<file path="src/b64e_pkg.sv">
// Shared types, constants and the character map of the base64 stream encoder.
// Depends on nothing; every other file of the block refers to it by scoped names.
package b64e_pkg;

    localparam int unsigned SEXTETS_PER_GROUP = 4;
    localparam logic [7:0]  CHAR_PAD          = 8'h3D;  // '='
    localparam logic [7:0]  CHAR_PLUS         = 8'h2B;  // '+'
    localparam logic [7:0]  CHAR_SLASH        = 8'h2F;  // '/'
    localparam logic [7:0]  CHAR_UPPER_A      = 8'h41;  // 'A'
    localparam logic [7:0]  LOWER_OFFSET      = 8'd71;  // 'a' - 26
    localparam logic [7:0]  DIGIT_OFFSET      = 8'd4;   // 52 - '0'
    localparam logic [5:0]  SEXTET_LOWER      = 6'd26;
    localparam logic [5:0]  SEXTET_DIGIT      = 6'd52;
    localparam logic [5:0]  SEXTET_PLUS       = 6'd62;

    // One classified group: four sextets, how many trailing '=' replace them,
    // and whether the group closes the message.
    typedef struct packed {
        logic [SEXTETS_PER_GROUP-1:0][5:0] sextet;
        logic [1:0]                        pad_cnt;
        logic                              last;
    } group_t;

    function automatic logic [7:0] sextet_char(input logic [5:0] v);
        logic [7:0] v8;
        v8 = {2'b00, v};
        if (v < SEXTET_LOWER) begin
            return CHAR_UPPER_A + v8;
        end else if (v < SEXTET_DIGIT) begin
            return v8 + LOWER_OFFSET;
        end else if (v < SEXTET_PLUS) begin
            return v8 - DIGIT_OFFSET;
        end else if (v == SEXTET_PLUS) begin
            return CHAR_PLUS;
        end else begin
            return CHAR_SLASH;
        end
    endfunction

endpackage

</file>
<file path="src/base64_stream_encoder.sv">
// Top level of the base64 stream encoder: front end, group queue and back end.
// Depends on b64e_pkg, b64e_front, b64e_fifo and b64e_back.
//
// Encodes a stream of raw bytes into standard base64 text, one character per
// request on the master side. Each slave request carries one byte and a tlast
// flag for the final byte of a message. Every three bytes yield four characters;
// a message that ends after one or two bytes of a group is closed with "==" or
// "=" padding, and the final character of the message leaves with m_tlast high.
// The front end takes one byte per cycle as long as the group queue has room;
// the back end emits one character per cycle from the queue head through an
// output register while the queue holds a group and m_tready accepts. Sustained
// throughput is set by the back end, which spends four characters on every
// group, a message tail of one or two bytes included. When the queue is empty,
// the byte that closes a group is first written into the queue, and its first
// character is then loaded into the output register. QUEUE_DEPTH groups of slack
// decouple the two sides, so a stalled m_tready does not stop input until the queue fills.
module base64_stream_encoder #(
    parameter int unsigned QUEUE_DEPTH = 4
) (
    input  logic       aclk,
    input  logic       aresetn,
    input  logic       s_tvalid,
    output logic       s_tready,
    input  logic [7:0] s_tdata,   // [7:0] data_byte
    input  logic       s_tlast,   // last_byte
    output logic       m_tvalid,
    input  logic       m_tready,
    output logic [7:0] m_tdata,   // [7:0] char_code
    output logic       m_tlast    // last_char
);

    logic             q_full;
    logic             q_push;
    b64e_pkg::group_t q_push_group;
    logic             q_pop;
    logic             q_head_valid;
    b64e_pkg::group_t q_head_group;

    // Classify bytes and build groups.
    b64e_front u_front (
        .aclk       (aclk),
        .aresetn    (aresetn),
        .in_valid   (s_tvalid),
        .in_ready   (s_tready),
        .in_byte    (s_tdata),
        .in_last    (s_tlast),
        .q_full     (q_full),
        .push       (q_push),
        .push_group (q_push_group)
    );

    // Hold finished groups until the back end drains them.
    b64e_fifo #(
        .DEPTH (QUEUE_DEPTH)
    ) u_fifo (
        .aclk       (aclk),
        .aresetn    (aresetn),
        .push       (q_push),
        .push_group (q_push_group),
        .full       (q_full),
        .pop        (q_pop),
        .head_valid (q_head_valid),
        .head_group (q_head_group)
    );

    // Emit characters one per cycle while a group is queued and the output accepts.
    b64e_back u_back (
        .aclk       (aclk),
        .aresetn    (aresetn),
        .head_valid (q_head_valid),
        .head_group (q_head_group),
        .pop        (q_pop),
        .out_valid  (m_tvalid),
        .out_ready  (m_tready),
        .out_char   (m_tdata),
        .out_last   (m_tlast)
    );

endmodule

</file>
<file path="src/b64e_front.sv">
// Front end of the base64 encoder: accepts bytes, tracks the group phase and
// hands finished groups to the queue. Depends on b64e_pkg.
module b64e_front (
    input  logic                aclk,
    input  logic                aresetn,
    input  logic                in_valid,
    output logic                in_ready,
    input  logic [7:0]          in_byte,
    input  logic                in_last,
    input  logic                q_full,
    output logic                push,
    output b64e_pkg::group_t    push_group
);

    typedef enum logic [1:0] {
        PH_ZERO = 2'd0,
        PH_ONE  = 2'd1,
        PH_TWO  = 2'd2
    } phase_t;

    phase_t      phase_reg, phase_next;
    logic [15:0] pending_reg, pending_next;
    logic        accept;
    logic [23:0] triple;

    assign in_ready = !q_full;
    assign accept   = in_valid && in_ready;
    assign triple   = {pending_reg, in_byte};

    always_comb begin
        phase_next   = phase_reg;
        pending_next = pending_reg;
        push         = 1'b0;
        push_group   = '0;
        case (phase_reg)
            PH_ONE: begin
                if (in_last) begin
                    // two bytes then end: three characters and one pad
                    push_group.sextet[0] = triple[15:10];
                    push_group.sextet[1] = triple[9:4];
                    push_group.sextet[2] = {triple[3:0], 2'b00};
                    push_group.pad_cnt   = 2'd1;
                    push_group.last      = 1'b1;
                    push                 = accept;
                    if (accept) begin
                        phase_next   = PH_ZERO;
                        pending_next = '0;
                    end
                end else if (accept) begin
                    phase_next   = PH_TWO;
                    pending_next = triple[15:0];
                end
            end
            PH_TWO: begin
                push_group.sextet[0] = triple[23:18];
                push_group.sextet[1] = triple[17:12];
                push_group.sextet[2] = triple[11:6];
                push_group.sextet[3] = triple[5:0];
                push_group.pad_cnt   = 2'd0;
                push_group.last      = in_last;
                push                 = accept;
                if (accept) begin
                    phase_next   = PH_ZERO;
                    pending_next = '0;
                end
            end
            default: begin
                if (in_last) begin
                    // lone byte then end: two characters and two pads
                    push_group.sextet[0] = in_byte[7:2];
                    push_group.sextet[1] = {in_byte[1:0], 4'b0000};
                    push_group.pad_cnt   = 2'd2;
                    push_group.last      = 1'b1;
                    push                 = accept;
                    if (accept) begin
                        phase_next   = PH_ZERO;
                        pending_next = '0;
                    end
                end else if (accept) begin
                    phase_next   = PH_ONE;
                    pending_next = {8'h00, in_byte};
                end
            end
        endcase
    end

    always_ff @(posedge aclk) begin
        if (!aresetn) begin
            phase_reg   <= PH_ZERO;
            pending_reg <= '0;
        end else begin
            phase_reg   <= phase_next;
            pending_reg <= pending_next;
        end
    end

endmodule

</file>
<file path="src/b64e_fifo.sv">
// Short group queue between the front and back ends of the base64 encoder.
// Depends on b64e_pkg for the entry type.
module b64e_fifo #(
    parameter int unsigned DEPTH = 4
) (
    input  logic                aclk,
    input  logic                aresetn,
    input  logic                push,
    input  b64e_pkg::group_t    push_group,
    output logic                full,
    input  logic                pop,
    output logic                head_valid,
    output b64e_pkg::group_t    head_group
);

    localparam int unsigned AW = $clog2(DEPTH);
    localparam int unsigned CW = $clog2(DEPTH + 1);

    b64e_pkg::group_t mem [DEPTH];
    logic [AW-1:0]    wr_ptr_reg, wr_ptr_next;
    logic [AW-1:0]    rd_ptr_reg, rd_ptr_next;
    logic [CW-1:0]    count_reg, count_next;

    assign full       = (count_reg == CW'(DEPTH));
    assign head_valid = (count_reg != '0);
    assign head_group = mem[rd_ptr_reg];

    always_comb begin
        wr_ptr_next = wr_ptr_reg;
        rd_ptr_next = rd_ptr_reg;
        count_next  = count_reg;
        if (push) begin
            wr_ptr_next = (wr_ptr_reg == AW'(DEPTH - 1)) ? '0 : wr_ptr_reg + 1'b1;
        end
        if (pop) begin
            rd_ptr_next = (rd_ptr_reg == AW'(DEPTH - 1)) ? '0 : rd_ptr_reg + 1'b1;
        end
        if (push && !pop) begin
            count_next = count_reg + 1'b1;
        end else if (pop && !push) begin
            count_next = count_reg - 1'b1;
        end
    end

    always_ff @(posedge aclk) begin
        if (!aresetn) begin
            wr_ptr_reg <= '0;
            rd_ptr_reg <= '0;
            count_reg  <= '0;
        end else begin
            wr_ptr_reg <= wr_ptr_next;
            rd_ptr_reg <= rd_ptr_next;
            count_reg  <= count_next;
        end
    end

    always_ff @(posedge aclk) begin
        if (push) begin
            mem[wr_ptr_reg] <= push_group;
        end
    end

    a_no_overflow: assert property (@(posedge aclk) disable iff (!aresetn)
        push |-> !full || pop)
        else $error("group pushed into a full queue");

    a_no_underflow: assert property (@(posedge aclk) disable iff (!aresetn)
        pop |-> head_valid)
        else $error("group popped from an empty queue");

    a_count_bound: assert property (@(posedge aclk) disable iff (!aresetn)
        count_reg <= CW'(DEPTH))
        else $error("queue fill count beyond depth");

endmodule

</file>
<file path="src/b64e_back.sv">
// Back end of the base64 encoder: walks each queued group one character per
// cycle into the output register while out_ready allows. Depends on b64e_pkg.
module b64e_back (
    input  logic                aclk,
    input  logic                aresetn,
    input  logic                head_valid,
    input  b64e_pkg::group_t    head_group,
    output logic                pop,
    output logic                out_valid,
    input  logic                out_ready,
    output logic [7:0]          out_char,
    output logic                out_last
);

    logic [1:0] idx_reg, idx_next;
    logic       valid_reg, valid_next;
    logic [7:0] char_reg, char_next;
    logic       last_reg, last_next;
    logic       load;
    logic       is_pad;
    logic [2:0] pad_start;

    assign load      = head_valid && (!valid_reg || out_ready);
    assign pop       = load && (idx_reg == 2'd3);
    assign pad_start = 3'd4 - {1'b0, head_group.pad_cnt};
    assign is_pad    = ({1'b0, idx_reg} >= pad_start);

    always_comb begin
        idx_next   = idx_reg;
        valid_next = valid_reg;
        char_next  = char_reg;
        last_next  = last_reg;
        if (load) begin
            idx_next   = idx_reg + 1'b1;
            valid_next = 1'b1;
            char_next  = is_pad ? b64e_pkg::CHAR_PAD
                                : b64e_pkg::sextet_char(head_group.sextet[idx_reg]);
            last_next  = head_group.last && (idx_reg == 2'd3);
        end else if (out_ready) begin
            valid_next = 1'b0;
        end
    end

    always_ff @(posedge aclk) begin
        if (!aresetn) begin
            idx_reg   <= '0;
            valid_reg <= 1'b0;
        end else begin
            idx_reg   <= idx_next;
            valid_reg <= valid_next;
        end
    end

    always_ff @(posedge aclk) begin
        char_reg <= char_next;
        last_reg <= last_next;
    end

    assign out_valid = valid_reg;
    assign out_char  = char_reg;
    assign out_last  = last_reg;

    a_hold_on_stall: assert property (@(posedge aclk) disable iff (!aresetn)
        valid_reg && !out_ready |=> $stable(idx_reg) && $stable(char_reg)
            && $stable(last_reg))
        else $error("character position moved while output stalled");

    a_last_closes_group: assert property (@(posedge aclk) disable iff (!aresetn)
        valid_reg && last_reg |-> idx_reg == 2'd0)
        else $error("end marker on a character that is not the fourth of a group");

    a_pad_is_tail: assert property (@(posedge aclk) disable iff (!aresetn)
        load && idx_reg == 2'd3 && head_group.pad_cnt != 2'd0 |=>
            char_reg == b64e_pkg::CHAR_PAD)
        else $error("padded group does not end in a pad character");

endmodule
</file>
<file path="config.mk">
export PLATFORM = sky130hd
export DESIGN_NAME = base64_stream_encoder
export DESIGN_NICKNAME = d
export VERILOG_FILES = /design/src/b64e_pkg.sv /design/src/base64_stream_encoder.sv /design/src/b64e_front.sv /design/src/b64e_fifo.sv /design/src/b64e_back.sv
export SDC_FILE = /design/constraint.sdc
export NUM_CORES = 1
export LEC_CHECK = 0
export BUFFER_PORTS_ARGS = -buffer_cell sky130_fd_sc_hd__buf_4
export CORE_ASPECT_RATIO = 1.25
export CORE_MARGIN = 4
export CORE_UTILIZATION = 23
export CTS_CLUSTER_SIZE = 16
export DETAILED_ROUTE_END_ITERATION = 16
export HOLD_SLACK_MARGIN = 0.06
export PLACE_DENSITY = 0.44
export SLEW_MARGIN = 10
export SYNTH_ARGS = -nofsm -noshare
export SYNTH_HDL_FRONTEND = slang
export SYNTH_SLANG_ARGS = --single-unit
</file>
<file path="constraint.sdc">
create_clock -name aclk -period 8.3 [get_ports aclk]
set_input_delay 0.415 -clock aclk [delete_from_list [all_inputs] [get_ports aclk]]
set_output_delay 0.415 -clock aclk [all_outputs]
set_load 0.02 [all_outputs]
</file>
# Word level (Yosys, flattened, before mapping)
# Memory sizes are Yosys's and may differ from the RTL's. A register that Yosys moved wholly into a read port is not among the register bits.
# Index checks and enable logic that the tools add are counted.
dict set report op_classes {
  addsub 9
  mux 35
  n_reduce_logical 16
  n_eq_ne 8
  magnitude_cmp 5
}
# cell n
set ops {}
lappend ops {{$mux W16} 5}
lappend ops {{$pmux W16 S2} 1}
lappend ops {{$pmux W15 S2} 1}
lappend ops {{$mux W8} 3}
lappend ops {{$mux W21} 1}
lappend ops {{$mux W2} 9}
lappend ops {{$mux W15} 1}
lappend ops {{$bmux W6 S2} 1}
lappend ops {{$lt A6 B6 Y1 const B} 2}
lappend ops {{$mux W6} 2}
lappend ops {{$pmux W6 S2} 1}
lappend ops {{$mux W3} 3}
lappend ops {{$add A6 B7 Y8 const B} 1}
lappend ops {{$add A7 B6 Y8 const A} 1}
lappend ops {{$eq A2 B2 Y1 const B} 4}
lappend ops {{$sub A6 B3 Y7 const B} 1}
lappend ops {{$add A2 B1 Y2 const B} 3}
lappend ops {{$eq A6 B6 Y1 const B} 1}
lappend ops {{$logic_and A1 B1 Y1} 6}
lappend ops {{$lt A6 B5 Y1 const B} 1}
lappend ops {{$mux W1} 6}
lappend ops {{$reduce_bool A3 Y1} 2}
lappend ops {{$logic_not A1 Y1} 4}
lappend ops {{$pmux W2 S2} 1}
lappend ops {{other kinds (11)} 12}
dict set report word_totals {
  ram_bits 108
  output_inout_bits 11
  n_memories 1
  register_bits 37
  input_bits 13
}
# memory depth width read_ports rd_ports_with_merged_regs wr line
set memory_table {}
lappend memory_table {u_fifo.mem 4 27 1 1 1 b64e_fifo.sv:19} ;# b64e_pkg::group_t mem [DEPTH];

# Logic depth before layout (Yosys ltp)
# Gate-level depths: netlist of the first run.
dict set report depth {
  depth_word 9
  ltp_mapped 13
}

# By module
# From an unflattened synthesis of the first run, not the netlist that was laid out.
dict set report hier_totals {
  cells_unflattened 415
  hier_area_um2 6513.7
}
# module n_inst area_each_um2 cells_each seq_area_each_um2
set by_module_without_submodules {}
lappend by_module_without_submodules {b64e_fifo 1 4403.0 185 3423.3}
lappend by_module_without_submodules {b64e_front 1 1066.0 124 360.3}
lappend by_module_without_submodules {b64e_back 1 1044.8 106 330.3}

# Least setup slack after synthesis of the first run
# Ideal clock, no wire load.
dict set report synth_timing {
  path_type {register -> register}
  startpoint {register with a tool-made name}
  endpoint {register u_back.char_reg[2] (netlist: u_back.out_char[2]), data pin}
  path_stages_with_launch 10
  slack_ns 5.294
  synth_period_minus_slack_ns 3.006
  arrival_ns 2.742
  path_cell_list {dfxtp_1 > buf_6 > buf_2 > mux4_2 > a221oi_4 > ha_1 > nor3_4 > mux2_4 > a2111oi_2 > o21ai_1}
}
# item line
set synth_lines {}
lappend synth_lines {{to (signal assigned)} b64e_back.sv:55} ;# char_reg <= char_next;
lappend synth_lines {{to (decl)} b64e_back.sv:17} ;# logic [7:0] char_reg, char_next;

==> results_dict.tcl, run 1 <==
set metrics [dict create \
    die_y_um 196 \
    timing_worst_setup_path_type "reg2reg" \
    viasPerCell 4.52 \
    grt_max_degree 31 \
    setup_violations 0 \
    synth_most_common_cell "edfxtp_1" \
    power_frac_comb_pct 20.7 \
    crit_path_end_kind "flop" \
    period_share_pct 41.3 \
    fin_setup_tns_ns 0 \
    p_int_uw 1490 \
    grt_pass1_vias 3970 \
    seq_area_frac_synth_pct 63.4 \
    worstMarginPinSlew_ns 1.16 \
    ys_top_cells_by_count "edfxtp_1 (117), dfxtp_1 (30), nor2b_1 (26)" \
    synth.distinct_cells 50 \
    hold_viol 0 \
    synth-seq-cells 147 \
    synth_top_area_share_pct 54.1 \
    leakage_uw 0.00257 \
    async_reset_ff_share_pct 0 \
    syn-instance-count 435 \
    synth_edf_count 117 \
    cp-start-kind "flop" \
    post-place-cells 796 \
    slowest_delay_ns 0.57 \
    syn-num-nets 467 \
    cts_buffer_depth 2 \
    diodes 0 \
    start_util_pct 23.4 \
    grtUsageTotal_pct 9.68 \
    grt_pass1_wl_um 22700 \
    cts_setup_buffers 0 \
    power.density_nw_per_um2 271 \
    layout_min_cycle_time_ns 3.42 \
    path_max_fanout 26 \
    cts_inserted_buffers 17 \
    slew_headroom_pct 22.0 \
    hpwlAfterDp_um 9600 \
    drc 0 \
    power_switching_uw 583 \
    p_clk_share_pct 36.9 \
    slew_viol_final 0 \
    yosys_warnings 0 \
    placementRows 68 \
    clk_pin_slew_worst_paths_ns 0.06 \
    synthTopCellsByArea "edfxtp_1 (54%), dfxtp_1 (9.2%), mux4_2 (8.0%)" \
    cts_hold_buffers 0 \
    seqPwrFrac_pct 42.4 \
    h-tree-depth 4 \
    fmax_mhz 292 \
    cts_root_buffer "clkbuf_16" \
    dieWidth_um 158 \
    hp-class "in2reg" \
    port_buffers 23 \
    routedWlPerCell_um 17.5 \
    clock-sinks 147 \
    clk-insertion-delay-late_ns 0.42 \
    largest_reg_flops 108 \
    route.final.wire_length_um 14500 \
    dr_total_vias 3739 \
    status "completed" \
    final_cells 828 \
    ant_nets 0 \
    synth_ff_type "edfxtp_1" \
    place_congestion 0.769 \
    antenna_found_initial 0 \
    nets 497 \
    crit_arrival_ns 3.60 \
    switching_share_pct 28.1 \
    area_delta_synth_final_pct 17.8 \
    slowest_stage "mux4_2" \
    drt_iter0_drc 298 \
    cp.required_ns 8.47 \
    ctsResizeCount 0 \
    ioPinCount 24 \
    drt-pass1-iter-count 5 \
    ir_drop_mv 0.120 \
    cap_violations 0 \
    rsz0062_at_grt "no" \
    synth.avg_cell_area_sq_um 14.9 \
    dieArea_sq_um 31000 \
    cts_tree "yes" \
    overflow 0 \
    cp_cell_sequence "buf_4, mux4_2, a22oi_1, nand2_1, inv_1, ha_1, nor3_4, mux2_4, a2111oi_2, o21ai_1" \
    drive_above_1_share_pct 21.1 \
    synth_area_leader_cell "edfxtp_1" \
    core_sq_um 27700 \
    skew_ns 0.00760 \
    synth_area_sq_um 6490 \
]
==> worst max-delay path, delay by kind of cell (launching register included) <==
family | cells | cell delay (ns)
AO/OA/AOI/OAI | 3 | 0.68
adder cells (fa/ha/maj) | 1 | 0.30
buffers and inverters | 2 | 0.65
flip-flops | 1 | 0.37
multiplexers | 2 | 0.89
AND/OR/NAND/NOR | 2 | 0.28
==> final timing paths <==
kind | from | endpoint | slack, ns | cells past startpoint
setup / recovery | flop | u_back.out_char[2]$_SDFFCE_PP1P_ | 4.88 | 10
hold / removal | m_tready | u_back.out_valid$_SDFFE_PN0P_ | 0.28 | 4
setup reg to reg | flop | u_back.out_char[2]$_SDFFCE_PP1P_ | 4.88 | 10
hold reg to reg | u_back.out_valid$_SDFFE_PN0P_ | u_back.out_valid$_SDFFE_PN0P_ | 0.49 | 2
==> power groups by stage <==
stage	registers, uW	clock network, uW	logic [uW]
4_1_cts	880	779	435
3_5_place_dp	895	0	433
6_report	879	766	429
2_1_floorplan	910	0	287
3_3_place_gp	894	0	424
5_1_grt	884	809	479
==> per-layer routing <==
metal / track usage (%) / vias to the layer above / part of all wire (%)
met2: 16.2 / 80 / 51
met3: 2.52 / 15 / 3.5
met4: 2.84 / 0 / 1.2
met5: 0 / - / 0
li1: - / 1739 / -
met1: 12.3 / 1905 / 45
==> area by class of cell <==
cell class	count	area, sq um
clock inverter	14	164
inverter	25	93.8
timing repair buffer	29	218
sequential	147	4120
fill	2817	20100
clock buffer	18	429
tap	350	438
multi-input combinational	245	2190
==> logic make-up (layout without fill, tap and decap cells) <==
group           count (synthesis)  in the layout  synth area share [%]
flops                         147            147                  63.4
mux                            37             37                  10.6
xor+xnor                        6              6                 0.809
fa+ha+maj                      19             19                  3.78
buf+inv                        43             86                  3.04
compound gates                 82             82                  9.69
simple gates                  101            101                  8.77
==> cells in the final DEF, fill, tap and decap left out, types with 17 or more instances in the layout <==
cell,count
edfxtp_1,117
dfxtp_1,29
buf_4,29
nor2b_1,26
inv_1,25
mux4_2,23
a22oi_1,21
ha_1,18
nor2_1,17
clkbuf_16,17
==> through the flow <==
| step | instance area, sq um | setup WS [ns] | hold WS, ns | util (%) | power (uW) |
|---|---|---|---|---|---|
| floorplan | 6490 | 5.29 | 0.467 | - | 1200 |
| detailed placement | 7060 | 4.83 | 0.493 | 25.4 | 1330 |
| global route | 7650 | 4.61 | 0.289 | 27.6 | 2170 |
| CTS | 7650 | 4.82 | 0.274 | 27.6 | 2090 |
| global placement | 7060 | 4.89 | 0.468 | 25.4 | 1320 |
| finish | 7650 | 4.88 | 0.277 | 27.6 | 2070 |
No activity file was read; power rests on OpenSTA's default activity.
==> run 2: changes to the inputs <==
--- a/config.mk
+++ b/config.mk
@@ -5,6 +5,7 @@
 export SDC_FILE = /design/constraint.sdc
 export NUM_CORES = 1
 export LEC_CHECK = 0
+export ABC_AREA = 1
 export BUFFER_PORTS_ARGS = -buffer_cell sky130_fd_sc_hd__buf_4
 export CORE_ASPECT_RATIO = 1.25
 export CORE_MARGIN = 4
==> constraint.sdc (replaced) <==
create_clock -name aclk -period 3.4 [get_ports aclk]
set_input_delay 0.17 -clock aclk [delete_from_list [all_inputs] [get_ports aclk]]
set_output_delay 0.17 -clock aclk [all_outputs]
set_load 0.02 [all_outputs]
==> run 2 against run 1 <==
Synthesized cell count rose by 77%. Core utilization barely moved. Sequential power rose by 140%. Combinational power rose by 130%. Final area rose by 8.7%. Count of clock-buffer cells in the layout rose by 8. Fmax rose by 31%. Clock power rose by 140%. Critical path type unchanged. Critical endpoint is now u_back.out_char[4]$_SDFFCE_PP1P_.
==> results_dict.tcl, run 2 <==
set metrics [dict create \
    cts_buffer_depth 2 \
    crit_path_end_kind "flop" \
    drt-pass1-iter-count 5 \
    port_buffers 23 \
    area_delta_synth_final_pct 18.1 \
    cp.required_ns 3.56 \
    post_dp_cell_area_sq_um 7700 \
    cts_setup_buffers 0 \
    status "completed" \
    synth_ff_type "edfxtp_1" \
    cts_tree "yes" \
    crit_arrival_ns 2.77 \
    fin_setup_tns_ns 0 \
    nets 836 \
    start_util_pct 23.4 \
    path_max_fanout 19 \
    ir_drop_mv 0.300 \
    slew_headroom_pct 57.5 \
    clk-insertion-delay-late_ns 0.42 \
    worstMarginPinSlew_ns 0.637 \
    hold_viol 0 \
    clk_pin_slew_worst_paths_ns 0.06 \
    cts_root_buffer "clkbuf_16" \
    syn-instance-count 771 \
    viasPerCell 4.20 \
    cts_inserted_buffers 17 \
    leakage_uw 0.00339 \
    diodes 0 \
    seq_area_frac_synth_pct 58.4 \
    drt_iter0_drc 234 \
    slew_viol_final 0 \
    synthTopCellsByArea "edfxtp_1 (50%), nand2_1 (11%), dfxtp_1 (8.5%)" \
    placementRows 71 \
    async_reset_ff_share_pct 0 \
    drive_above_1_share_pct 11.0 \
    place_congestion 0.830 \
    grt_pass1_wl_um 28300 \
    cp-start-kind "flop" \
    synth_most_common_cell "nand2_1" \
    grt_pass1_vias 5169 \
    period_share_pct 76.8 \
    hpwlAfterDp_um 12100 \
    layout_commonest_cell "nand2_1" \
    dieWidth_um 165 \
    synth.distinct_cells 35 \
    layout_min_cycle_time_ns 2.61 \
    fin_ws_ns 0.789 \
    synth_edf_count 117 \
    cap_violations 0 \
    pre_cts_slack_ns 0.748 \
    synth_top_area_share_pct 49.9 \
    layout_common_cells "nand2_1 (214), edfxtp_1 (117), inv_1 (115), nand3_1 (72), nor2_1 (44)" \
    ys_top_cells_by_count "nand2_1 (214), edfxtp_1 (117), inv_1 (115)" \
    fmax_mhz 383 \
    stdcell_area_sq_um 8310 \
    drc 0 \
    syn-num-nets 803 \
    synth-seq-cells 147 \
    synth_area_sq_um 7040 \
    h-tree-depth 4 \
    largest_reg_flops 108 \
    route.final.wire_length_um 17600 \
    antenna_found_initial 0 \
    power.density_nw_per_um2 591 \
    grtUsageTotal_pct 11.0 \
    core_sq_um 30100 \
    ioPinCount 24 \
    yosys_warnings 0 \
    hp-class "in2reg" \
    grt_max_degree 34 \
    skew_ns 0.00933 \
    rsz0062_at_grt "no" \
    synth.avg_cell_area_sq_um 9.13 \
    setup_violations 0 \
    dieArea_sq_um 33500 \
    ant_nets 0 \
    timing_worst_setup_path_type "reg2reg" \
    dr_total_vias 5119 \
    routedWlPerCell_um 14.5 \
    synth_area_leader_cell "edfxtp_1" \
    overflow 0 \
    clock-sinks 147 \
    die_y_um 204 \
]
==> run 2: path summary, 6_finish.rpt <==
kind                                                             to  cells past startpoint  slack (ns)                                 from
worst max-delay path               u_back.out_char[4]$_SDFFCE_PP1P_                     14        0.79                                 flop
worst min register to register  u_front.pending_reg[4]$_SDFFE_PN0P_                      2        0.48  u_front.pending_reg[4]$_SDFFE_PN0P_
worst min-delay path            u_front.pending_reg[6]$_SDFFE_PN0P_                      3        0.08                           s_tdata[6]
worst max register to register     u_back.out_char[4]$_SDFFCE_PP1P_                     14        0.79                                 flop
==> run 2: routing by layer <==
layer | vias to the layer above | GRT usage (%) | wire, um | share of wire [%]
li1 | 2620 | - | - | -
met1 | 2399 | 13.3 | 7690 | 44
met2 | 79 | 19.3 | 9060 | 51
met3 | 21 | 2.04 | 504 | 2.9
met4 | 0 | 4.16 | 368 | 2.1
met5 | - | 0 | 0 | 0
==> run 2: kinds of logic after synthesis <==
| group | after synthesis | synth area share [%] |
|---|---|---|
| flip-flops | 147 | 58.4 |
| buffers and inverters | 151 | 8.64 |
| AND/OR/NAND/NOR | 347 | 20.3 |
| AO/OA/AOI/OAI | 105 | 8.96 |
| XOR/XNOR | 2 | 0.249 |
| adder cells (fa/ha/maj) | 19 | 3.48 |
==> run 2: metrics by stage <==
| stage | power [uW] | hold WS (ns) | cells | utilization [%] |
|---|---|---|---|---|
| global placement | 3120 | 0.471 | 1184 | 25.6 |
| global route | 5200 | 0.0672 | 1218 | 27.6 |
| CTS | 4990 | 0.0640 | 1218 | 27.6 |
| detailed placement | 3130 | 0.474 | 1184 | 25.6 |
| finish | 4920 | 0.0757 | 1218 | 27.6 |
| floorplan | 2800 | 0.334 | 771 | - |
==> run 2: critical path: stages (launching register included) <==
cell,delay (ns)
dfxtp_1,0.32
inv_2,0.27
buf_4,0.33
o211ai_1,0.13
nand3_1,0.16
nand3_1,0.13
nand2_2,0.18
inv_2,0.08
ha_1,0.22
inv_1,0.08
nand3_1,0.18
nand2_1,0.12
nand2_1,0.05
nand2_1,0.05
nand3_1,0.06
==> run 2: cell type report <==
cell class,count,area [sq um]
clock buffer,26,553
clock inverter,6,36.3
fill,3189,21800
inverter,124,465
multi-input combinational,473,2330
sequential,147,4120
tap,401,502
timing repair buffer,41,313
==> run 2: where the power goes <==
part           internal (uW)  switching [uW]
clock                   1120             721
sequential              2060            33.4
combinational            320             659
==> run 2: repair_timing <==
action | in CTS | in global routing
resized for setup | 0 | 0
hold endpoints to repair | 2 | 0
hold buffers | 2 | 0
